--- src/hw/rtl/blup_pkg.sv ---
// Shared types and constants of the 2x bilinear upscaler.
// Payload widths, register indexes and the job record between intake and emitter.
// No dependencies.
`timescale 1ns / 1ps
`default_nettype none

package blup_pkg;

  // default limits of the stores
  localparam int MAX_WIDTH_DEF    = 256;
  localparam int MAX_CHANNELS_DEF = 32;
  localparam int HEIGHT_LIMIT     = 4096;

  // payload widths
  localparam int SAMPLE_W     = 8;
  localparam int ROW_W        = 13;
  localparam int COL_W        = 9;
  localparam int CHAN_W       = 5;
  localparam int YW           = 12;
  localparam int JX_W         = COL_W - 1;
  localparam int QCNT_W       = 2;
  localparam int MASK_W       = 4;

  // configuration port
  localparam int CFG_IDX_W    = 2;
  localparam int CFG_DATA_W   = 13;
  localparam int WIDTH_REG_W  = 9;
  localparam int HEIGHT_REG_W = 13;
  localparam int CHAN_REG_W   = 6;

  localparam logic [CFG_IDX_W-1:0] REG_IN_WIDTH  = 2'd0;
  localparam logic [CFG_IDX_W-1:0] REG_IN_HEIGHT = 2'd1;
  localparam logic [CFG_IDX_W-1:0] REG_CHANNELS  = 2'd2;

  // block positions relative to the current input pixel, in emission order
  localparam int BLK_UP_LEFT = 0;  // (y-1, x-1)
  localparam int BLK_UP      = 1;  // (y-1, x), last column only
  localparam int BLK_LEFT    = 2;  // (y, x-1), last row only
  localparam int BLK_SELF    = 3;  // (y, x), last row and last column

  // one input's worth of work for the emitter
  typedef struct packed {
    logic [YW-1:0]       y;
    logic [JX_W-1:0]     x;
    logic [CHAN_W-1:0]   ch;
    logic [SAMPLE_W-1:0] ul;
    logic [SAMPLE_W-1:0] up;
    logic [SAMPLE_W-1:0] lf;
    logic [SAMPLE_W-1:0] s;
    logic [MASK_W-1:0]   mask;
    logic                lof;
  } job_t;

endpackage

`default_nettype wire

--- src/hw/rtl/blup_out_if.sv ---
// Result channel: valid/ready plus one output sample with its position and flags.
// Depends on blup_pkg.
`timescale 1ns / 1ps
`default_nettype none

interface blup_out_if import blup_pkg::*; ();
  logic                valid;
  logic                ready;
  logic [ROW_W-1:0]    out_row;
  logic [COL_W-1:0]    out_col;
  logic [CHAN_W-1:0]   chan;
  logic [SAMPLE_W-1:0] pixel_value;
  logic                last_of_run;
  logic                frame_done;

  modport source (output valid, output out_row, output out_col, output chan,
                  output pixel_value, output last_of_run, output frame_done,
                  input ready);
  modport sink   (input valid, input out_row, input out_col, input chan,
                  input pixel_value, input last_of_run, input frame_done,
                  output ready);
endinterface

`default_nettype wire

--- src/hw/rtl/blup_emit.sv ---
// Emitter: two-entry job queue and result sequencer into the output register.
// Each job yields up to four 2x2 blocks. Depends on blup_pkg, blup_out_if.
`timescale 1ns / 1ps
`default_nettype none

module blup_emit import blup_pkg::*; (
  input  wire logic              clk,
  input  wire logic              rst_n,
  input  wire logic              job_push,
  input  wire job_t              job_in,
  output logic [QCNT_W-1:0]      q_cnt,
  blup_out_if.source             out_if
);

  job_t              q_r [2];
  logic              wr_ptr_r;
  logic              rd_ptr_r;
  logic [QCNT_W-1:0] cnt_r, cnt_nxt;
  logic [1:0]        sub_r;

  job_t                head;
  logic                head_vld;
  logic                load;
  logic                blk_done;
  logic                pop;
  logic [MASK_W-1:0]   blk_sel;
  logic [MASK_W-1:0]   rem_mask;
  logic [SAMPLE_W-1:0] a, rt, lo, lr;
  logic [YW-1:0]       r;
  logic [JX_W-1:0]     c;
  logic [SAMPLE_W:0]   sum2;
  logic [SAMPLE_W+1:0] sum4;
  logic [SAMPLE_W-1:0] pix;

  logic                out_vld_r;
  logic [ROW_W-1:0]    out_row_r;
  logic [COL_W-1:0]    out_col_r;
  logic [CHAN_W-1:0]   out_chan_r;
  logic [SAMPLE_W-1:0] out_pix_r;
  logic                out_last_r;
  logic                out_frame_r;

  assign head     = q_r[rd_ptr_r];
  assign head_vld = (cnt_r != '0);
  assign q_cnt    = cnt_r;

  // lowest pending block of the head job
  always_comb begin
    blk_sel = '0;
    if (head.mask[BLK_UP_LEFT]) begin
      blk_sel[BLK_UP_LEFT] = 1'b1;
    end else if (head.mask[BLK_UP]) begin
      blk_sel[BLK_UP] = 1'b1;
    end else if (head.mask[BLK_LEFT]) begin
      blk_sel[BLK_LEFT] = 1'b1;
    end else begin
      blk_sel[BLK_SELF] = 1'b1;
    end
  end

  // corner samples and block position
  always_comb begin
    a  = head.s;
    rt = head.s;
    lo = head.s;
    lr = head.s;
    r  = head.y;
    c  = head.x;
    if (blk_sel[BLK_UP_LEFT]) begin
      a  = head.ul;
      rt = head.up;
      lo = head.lf;
      r  = head.y - YW'(1);
      c  = head.x - JX_W'(1);
    end else if (blk_sel[BLK_UP]) begin
      a  = head.up;
      rt = head.up;
      r  = head.y - YW'(1);
    end else if (blk_sel[BLK_LEFT]) begin
      a  = head.lf;
      lo = head.lf;
      c  = head.x - JX_W'(1);
    end
  end

  // interpolation of the selected corner of the block
  assign sum2 = {1'b0, a} + {1'b0, (sub_r[1] ? lo : rt)} + (SAMPLE_W+1)'(1);
  assign sum4 = {2'b00, a} + {2'b00, rt} + {2'b00, lo} + {2'b00, lr} + (SAMPLE_W+2)'(2);

  always_comb begin
    case (sub_r)
      2'd0:    pix = a;
      2'd1:    pix = sum2[SAMPLE_W:1];
      2'd2:    pix = sum2[SAMPLE_W:1];
      2'd3:    pix = sum4[SAMPLE_W+1:2];
      default: pix = a;
    endcase
  end

  // sequencing
  assign load     = head_vld && (!out_vld_r || out_if.ready);
  assign blk_done = load && (sub_r == 2'd3);
  assign rem_mask = head.mask & ~blk_sel;
  assign pop      = blk_done && (rem_mask == '0);

  always_comb begin
    cnt_nxt = cnt_r;
    case ({job_push, pop})
      2'b10:   cnt_nxt = cnt_r + QCNT_W'(1);
      2'b01:   cnt_nxt = cnt_r - QCNT_W'(1);
      default: cnt_nxt = cnt_r;
    endcase
  end

  always_ff @(posedge clk) begin
    if (!rst_n) begin
      wr_ptr_r <= 1'b0;
      rd_ptr_r <= 1'b0;
      cnt_r    <= '0;
      sub_r    <= '0;
    end else begin
      cnt_r <= cnt_nxt;
      if (job_push) begin
        wr_ptr_r <= ~wr_ptr_r;
      end
      if (pop) begin
        rd_ptr_r <= ~rd_ptr_r;
      end
      if (load) begin
        sub_r <= sub_r + 2'd1;
      end
    end
  end

  // queue storage; the head mask drops each finished block
  always_ff @(posedge clk) begin
    if (job_push) begin
      q_r[wr_ptr_r] <= job_in;
    end
    if (blk_done) begin
      q_r[rd_ptr_r].mask <= rem_mask;
    end
  end

  // output register
  always_ff @(posedge clk) begin
    if (!rst_n) begin
      out_vld_r <= 1'b0;
    end else if (load) begin
      out_vld_r <= 1'b1;
    end else if (out_if.ready) begin
      out_vld_r <= 1'b0;
    end
  end

  always_ff @(posedge clk) begin
    if (load) begin
      out_row_r   <= {r, sub_r[1]};
      out_col_r   <= {c, sub_r[0]};
      out_chan_r  <= head.ch;
      out_pix_r   <= pix;
      out_last_r  <= pop;
      out_frame_r <= pop && head.lof;
    end
  end

  assign out_if.valid       = out_vld_r;
  assign out_if.out_row     = out_row_r;
  assign out_if.out_col     = out_col_r;
  assign out_if.chan        = out_chan_r;
  assign out_if.pixel_value = out_pix_r;
  assign out_if.last_of_run = out_last_r;
  assign out_if.frame_done  = out_frame_r;

  // checks
  a_no_overflow: assert property (@(posedge clk) disable iff (!rst_n)
    job_push |-> (cnt_r != QCNT_W'(2)))
    else $error("job pushed into a full queue");

  a_head_has_work: assert property (@(posedge clk) disable iff (!rst_n)
    head_vld |-> (head.mask != '0))
    else $error("queued job without pending blocks");

  a_idle_sub: assert property (@(posedge clk) disable iff (!rst_n)
    !head_vld |-> (sub_r == 2'd0))
    else $error("corner counter not aligned at empty queue");

  a_frame_on_last: assert property (@(posedge clk) disable iff (!rst_n)
    (out_vld_r && out_frame_r) |-> out_last_r)
    else $error("frame end flagged on a result that does not close its request");

endmodule

`default_nettype wire

--- src/flat_wrapper.sv ---
// flat-port wrapper written by rule: the top's interface ports become plain ports
module blup_emit_flat import blup_pkg::*;
  (clk, rst_n, job_push, job_in, q_cnt, out_if_valid, out_if_out_row, out_if_out_col, out_if_chan, out_if_pixel_value, out_if_last_of_run, out_if_frame_done, out_if_ready);
  blup_out_if out_if_i ();
  input  wire logic clk;
  input  wire logic rst_n;
  input  wire logic job_push;
  input  wire job_t job_in;
  output logic [QCNT_W-1:0] q_cnt;
  output wire logic [$bits(out_if_i.valid)-1:0] out_if_valid;
  output wire logic [$bits(out_if_i.out_row)-1:0] out_if_out_row;
  output wire logic [$bits(out_if_i.out_col)-1:0] out_if_out_col;
  output wire logic [$bits(out_if_i.chan)-1:0] out_if_chan;
  output wire logic [$bits(out_if_i.pixel_value)-1:0] out_if_pixel_value;
  output wire logic [$bits(out_if_i.last_of_run)-1:0] out_if_last_of_run;
  output wire logic [$bits(out_if_i.frame_done)-1:0] out_if_frame_done;
  input wire logic [$bits(out_if_i.ready)-1:0] out_if_ready;
  assign out_if_valid = out_if_i.valid;
  assign out_if_out_row = out_if_i.out_row;
  assign out_if_out_col = out_if_i.out_col;
  assign out_if_chan = out_if_i.chan;
  assign out_if_pixel_value = out_if_i.pixel_value;
  assign out_if_last_of_run = out_if_i.last_of_run;
  assign out_if_frame_done = out_if_i.frame_done;
  assign out_if_i.ready = out_if_ready;
  blup_emit u_core (.clk(clk), .rst_n(rst_n), .job_push(job_push), .job_in(job_in), .q_cnt(q_cnt), .out_if(out_if_i));
endmodule
--- config.mk ---
export PLATFORM = sky130hd
export DESIGN_NAME = blup_emit_flat
export DESIGN_NICKNAME = d
export VERILOG_FILES = /design/src/hw/rtl/blup_pkg.sv /design/src/hw/rtl/blup_out_if.sv /design/src/hw/rtl/blup_emit.sv /design/src/flat_wrapper.sv
export SDC_FILE = /design/constraint.sdc
export NUM_CORES = 1
export LEC_CHECK = 0
export BUFFER_PORTS_ARGS = -buffer_cell sky130_fd_sc_hd__buf_2
export CORE_ASPECT_RATIO = 0.9
export CORE_MARGIN = 4
export CORE_UTILIZATION = 60
export CTS_CLUSTER_DIAMETER = 30
export DETAILED_ROUTE_END_ITERATION = 7
export HOLD_SLACK_MARGIN = 0.15
export PLACE_DENSITY_LB_ADDON = 0.2
export SLEW_MARGIN = 25
export SYNTH_ARGS = -nofsm -noshare
export SYNTH_HDL_FRONTEND = slang
export SYNTH_SLANG_ARGS = --single-unit
--- constraint.sdc ---
create_clock -name clk -period 11 [get_ports clk]
set_input_delay 1.65 -clock clk [delete_from_list [all_inputs] [get_ports clk]]
set_output_delay 1.65 -clock clk [all_outputs]
set_load 0.01 [all_outputs]
==> impl_metrics.yaml, run 1 <==
clocking:
  cts_resized: 0
  cts_num_sinks: 169
  cts_buffers: 17
  cts-htree-levels: 4
  clk_pin_slew_ns: 0.06
  cts-root-buf: "clkbuf_16"
  post_cts.repair.setup_buffers: 0
  cts.hold.buffers_added: 0
  cts_buffer_depth: 2
  clk_latency_ns: 0.42
  cts_tree: "done"
placement:
  port_buffers: 105
  globalplace.congestion: 0.884
  post-dp-hpwl_mm: 11.9
power_and_ir_drop:
  powerDensity_nw_per_um2: 188
  irDropWorstVdd_mv: 0.159
  p_leak_nw: 3.62
  finalPower_w: 0.00179
yosys:
  yosysSeqAreaShare: 0.608
  synthArstFlopShare: 0
  syn_inst: 619
  synth_warnings: 0
  syn_area_um2: 8210
  ys_seq_elements: 169
  synthFlopType: "edfxtp_1"
  syn_area_per_cell_um2: 13.3
  syn_nets: 723
  synth_cell_types: 55
  synth_edf_count: 161
routing:
  viasPerCell: 5.82
  ant_nets: 0
  wl_per_cell_um: 18.5
  wirelength_mm: 16.8
  drt-pass1-iter-count: 5
  vias: 5286
  drtIter0Drc: 424
  drc: 0
grt:
  grt_pass1_wl_mm: 26.8
  busiest_layer: "met2"
  use_met1: 0.269
  first_global_vias: 5441
  antenna_found_initial: 0
  gr-total-overflow: 0
  grtUsageMet2: 0.375
  grt_use_total: 0.219
  grt_max_degree: 64
  grt_use_met3: 0.0608
worst_hold_path:
  hp-class: "flop to flop"
  min_from: "u_core.sub_r[0]"
  hold_depth: 0
worst_setup_path:
  rrSetupSlack_ns: 4.65
  crit_fanout: 42
  crit_end: "u_core.out_if.pixel_value[7]"
  worstPathArrival_ns: 6.50
  path_class: "flop to flop"
  cp.required_ns: 11.14
  endpoint_kind: "flop"
  r2r-end: "u_core.out_if.pixel_value[7]"
  start_kind: "flop"
  rr_worst_depth: 22
timing:
  fin_skew_ns: 0.00696
  finalSetupViolations: 0
  tns_ns: 0
  relSlewSlack: 0.441
  slew_viol_final: 0
  rsz0062_at_grt: "no"
  worst_pin_slew_ns: 0.838
  period_minus_slack_ns: 6.35
  fmax_mhz: 157
  hold_viol: 0
  min_period_over_period: 0.578
finish:
  fin_nets: 831
  final_cell_mix: "161 x edfxtp_1, 105 x buf_2, 45 x nor2_1, 44 x mux2i_1, 40 x inv_1"
  synthToLayoutAreaGrowth_pct: 15.9
  drive_gt1_frac: 0.238
  antennaDiodeCount: 0
  final_common_cell: "edfxtp_1"
floorplanning:
  ios: 106
  fp.coreArea_um2: 13400
  die-area_um2: 15600
  initial_core_util: 0.615
  die_x_um: 131
  die_h_um: 119
  rows: 40
outcome:
  status: "complete, no violations"
flow_run:
  maxCapViolCount: 0
[layout make-up]
cell class	count	area, um2
inverter	41	154
sequential	169	5000
tap	168	210
timing repair buffer	110	563
fill	900	3840
multi-input combinational	388	2990
clock inverter	15	176
clock buffer	17	425
[flip-flops by register name (all words and copies together), names as in the netlist, named ones only]
| name | flops |
|---|---|
| u_core.out_if.out_col | 9 |
| u_core.wr_ptr_r | 1 |
| u_core.q_cnt | 2 |
| u_core.out_if.frame_done | 1 |
| u_core.out_if.out_row | 13 |
| u_core.q_r | 124 |
| u_core.out_if.chan | 5 |
| u_core.out_if.valid | 1 |
| u_core.rd_ptr_r | 1 |
| u_core.out_if.pixel_value | 8 |
| u_core.sub_r | 2 |
| u_core.out_if.last_of_run | 1 |
[synthesized netlist by cell type (11+ instances only)]
master,count,share of area
a21oi_1,27,0.016
ha_1,30,0.046
o21ai_0,24,0.015
nor2_1,47,0.021
edfxtp_1,161,0.59
inv_1,40,0.018
nand2_1,34,0.016
mux2_2,20,0.027
clkbuf_1,11,0.0050
xnor2_1,23,0.025
xor2_1,14,0.015
mux2i_1,45,0.055
nand3_1,11,0.0067
nor3_1,13,0.0079
[cell families after synthesis]
family                     synth area share
AOI/OAI and AO/OA                    0.0885
xor gates and xnor gates             0.0395
adders and majority gates            0.0652
buffers and inverters                0.0302
DFF                                   0.608
muxes                                0.0941
and+or+nand+nor                      0.0745
[stage by stage]
step,hold slack (ns),instance area [um2],setup slack (ns),utilization,cells
after CTS,0.479,9520,4.64,0.712,908
after detailed placement,0.462,8910,4.70,0.667,876
after global placement,0.451,8910,4.84,0.667,876
after global routing,0.489,9520,4.19,0.712,908
after floorplan,0.437,8210,5.77,-,619
final,0.476,9520,4.65,0.712,908
[layer usage]
layer  routed length (um)  up-vias
li1                     -     2497
met1                 7050     2568
met2                 8420      189
met3                  955       32
met4                  368        0
met5                    0        -
[worst max-delay path, cell delays in order (launching register included)]
cell and delay, ns:
dfxtp_4 0.65, buf_4 0.59, mux2_4 0.45, nand2_1 0.10, nand2_1 0.05, mux4_2 0.44, a21oi_1 0.33, inv_1 0.16
ha_1 0.30, a21o_1 0.18, a21oi_1 0.23, o21bai_1 0.10, a21oi_1 0.23, xnor2_1 0.13, fa_1 0.51, inv_1 0.04
ha_1 0.22, o41ai_1 0.55, o21bai_1 0.16, a21oi_1 0.25, nor2b_1 0.08, o21ai_0 0.17, o221ai_1 0.14
[where the power goes]
part	internal [W]	switching (W)
Combinational	0.000173	0.000238
Clock	0.000357	0.000244
Sequential	0.000760	0.0000144
Total	0.00129	0.000496
[how the worst min path moves through the flow]
stage / slack, ns / to
2_1_floorplan: 0.44 / u_core.out_if.out_col[0]
5_1_grt: 0.49 / u_core.out_if.out_col[0]
4_1_cts: 0.48 / u_core.out_if.out_col[0]
3_5_place_dp: 0.46 / u_core.out_if.out_col[0]
3_3_place_gp: 0.45 / u_core.out_if.out_col[0]
6_report: 0.48 / u_core.out_if.out_col[0]
(Power assumes the default switching activity.)
==> inputs of run 2 (changes only) <==
- ABC_AREA: default -> 1
- CORE_UTILIZATION: 60 -> 53
- clock period: 11 -> 5.4 ns (I/O delays scaled with it)
==> impl_metrics.yaml, run 2 <==
floorplanning:
  fp.coreArea_um2: 15000
  ios: 106
  die_h_um: 126
  initial_core_util: 0.551
  die_x_um: 140
  die-area_um2: 17600
  rows: 42
worst_hold_path:
  hold_depth: 1
  min_from: "u_core.q_cnt[1]"
  hp-class: "flop to flop"
  hold_end: "u_core.q_cnt[1]"
timing:
  fin_skew_ns: 0.0134
  rsz0062_at_grt: "no"
  relSlewSlack: 0.441
  fmax_mhz: 205
  worst_pin_slew_ns: 0.839
  tns_ns: 0
  min_period_over_period: 0.901
  period_minus_slack_ns: 4.87
  finalSetupViolations: 0
  hold_viol: 0
  slew_viol_final: 0
grt:
  grt_pass1_wl_mm: 27.6
  grt_max_degree: 63
  first_global_vias: 5585
  gr-total-overflow: 0
  antenna_found_initial: 1
  grt_use_total: 0.200
placement:
  globalplace.congestion: 0.883
  port_buffers: 105
  post-dp-hpwl_mm: 12.6
yosys:
  synth_fa_ha_area_frac: 0.0649
  synth_warnings: 0
  synth_common_cells: "165 x nand2_1, 161 x edfxtp_1, 87 x inv_1"
  syn_nets: 858
  synth_edf_count: 161
  synth_cell_types: 43
  syn_inst: 754
  ys_seq_elements: 169
  synth_top_area_share: 0.586
  synth_area_leaders: "edfxtp_1 59%, nand2_1 7.5%, ha_1 4.5%"
  yosysTopAreaCell: "edfxtp_1"
  synthFlopType: "edfxtp_1"
  yosysMostFrequentCell: "nand2_1"
  yosysSeqAreaShare: 0.605
  synth-xor-area-share: 0.0255
  syn_area_per_cell_um2: 10.9
  yosys.area_share.simple: 0.144
  synthArstFlopShare: 0
  syn_area_um2: 8250
  muxShareOfSynthArea: 0.0291
  synth_compound_area_frac: 0.0788
  synth_top_family_by_area: "simple AND/OR/NAND/NOR gates"
routing:
  top_layer_used: "met5"
  drt-pass1-iter-count: 5
  wl_per_cell_um: 16.3
  vias: 5694
  route.met3.wl_mm: 1.20
  drc: 0
  ant_nets: 0
  drt-met1-wl_mm: 7.75
  drtIter0Drc: 411
  wirelength_mm: 17.6
  viasPerCell: 5.29
  wl_met2_mm: 8.29
clocking:
  cts-root-buf: "clkbuf_16"
  post_cts.repair.setup_buffers: 0
  cts_tree: "done"
  cts_num_sinks: 169
  clk_pin_slew_ns: 0.07
  cts_buffer_depth: 2
  clk_latency_ns: 0.43
  cts-htree-levels: 4
  cts_buffers: 17
  cts.hold.buffers_added: 0
finish:
  fin_nets: 970
  nFillCells: 1213
  final_common_cell: "nand2_1"
  antennaDiodeCount: 0
  largest_reg_flops: 124
  synthToLayoutAreaGrowth_pct: 15.5
  top_register: "u_core.q_r"
  drive_gt1_frac: 0.193
  final_cell_mix: "165 x nand2_1, 161 x edfxtp_1, 105 x buf_2, 86 x inv_1, 58 x o21ai_0"
worst_setup_path:
  cp.required_ns: 5.58
  crit_fanout: 17
  start_kind: "flop"
  r2r-end: "u_core.out_if.pixel_value[7]"
  crit_path_top_delay_cell: "fa_1"
  worstPathArrival_ns: 5.04
  crit_path_max_incr_delay_ns: 0.51
  endpoint_kind: "flop"
  path_class: "flop to flop"
  crit_top_cell: "nand2_1"
  rrSetupSlack_ns: 0.53
  rr_worst_depth: 28
power_and_ir_drop:
  powerDensity_nw_per_um2: 367
  p_leak_nw: 3.98
  finalPower_w: 0.00349
  irDropWorstVdd_mv: 0.293
outcome:
  status: "complete, no violations"
flow_run:
  maxCapViolCount: 0
run 2: cell types whose count changed after synthesis, sizes merged, moves of 8 or more:
cell	change
nand2	+140
inv	+47
o21ai	+32
mux2	-22
mux2i	-21
xnor2	-19
nand3	+18
a21oi	+10
or2	+9
a21o	-8
nor2b	-8
nor3	-8
run 2: layout make-up:
| type | count | area [um2] | area share |
|---|---|---|---|
| Inverter | 88 | 330 | 0.0347 |
| Sequential cell | 169 | 5000 | 0.524 |
| Clock inverter | 12 | 92.6 | 0.00972 |
| Multi-Input combinational cell | 478 | 2850 | 0.299 |
| Clock buffer | 20 | 437 | 0.0458 |
| Tap cell | 198 | 248 | 0.0260 |
| Timing Repair Buffer | 112 | 578 | 0.0607 |
run 2: worst max path at each step:
stage,startpoint,endpoint
2_1_floorplan,flop,u_core.out_if.pixel_value[6]
3_3_place_gp,flop,u_core.out_if.pixel_value[6]
3_5_place_dp,u_core.q_r[1][1],u_core.out_if.pixel_value[6]
4_1_cts,flop,u_core.out_if.pixel_value[7]
5_1_grt,flop,u_core.out_if.pixel_value[7]
6_report,flop,u_core.out_if.pixel_value[7]
run 2: what timing repair did:
item,in CTS,in global routing
hold endpoints to repair,0,0
endpoints found under the setup margin,0,2
gates resized for setup,0,2
run 2: stage by stage:
stage	hold slack (ns)	instances	instance area, um2	worst slack, ns	util
6_report	0.482	1077	9530	0.534	0.636
5_1_grt	0.530	1077	9530	0.0368	0.636
4_1_cts	0.486	1077	9530	0.522	0.636
3_5_place_dp	0.478	1045	9000	0.592	0.601
3_3_place_gp	0.449	1045	9000	0.718	0.601
2_1_floorplan	0.456	754	8250	0.986	-
run 2: report_power, final:
group / switching [W] / internal [W] / leakage (nW)
sequential: 0.0000245 / 0.00155 / 1.59
combinational: 0.000529 / 0.000295 / 2.14
clock: 0.000505 / 0.000595 / 0.252
total: 0.00106 / 0.00244 / 3.98
run 2: critical path, delay by kind of cell, from the launching register on:
| kind | cells | cell delay, ns |
|---|---|---|
| DFF | 1 | 0.38 |
| and+or+nand+nor | 10 | 1.00 |
| xor gates and xnor gates | 1 | 0.15 |
| adders and majority gates | 3 | 1.22 |
| buffers and inverters | 4 | 0.55 |
| AOI/OAI and AO/OA | 10 | 1.32 |
run 2: cells by family after synthesis:
group	Yosys count
simple gates	271
flops	169
mux	24
xor+xnor	24
fa+ha+maj	38
compound gates	121
buf+inv	107
run 2: routing by layer:
| metal | vias to the layer above | GRT usage |
|---|---|---|
| li1 | 2809 | - |
| met1 | 2690 | 0.257 |
| met2 | 171 | 0.325 |
| met3 | 22 | 0.0640 |
| met4 | 2 | 0.0678 |
| met5 | - | 0 |
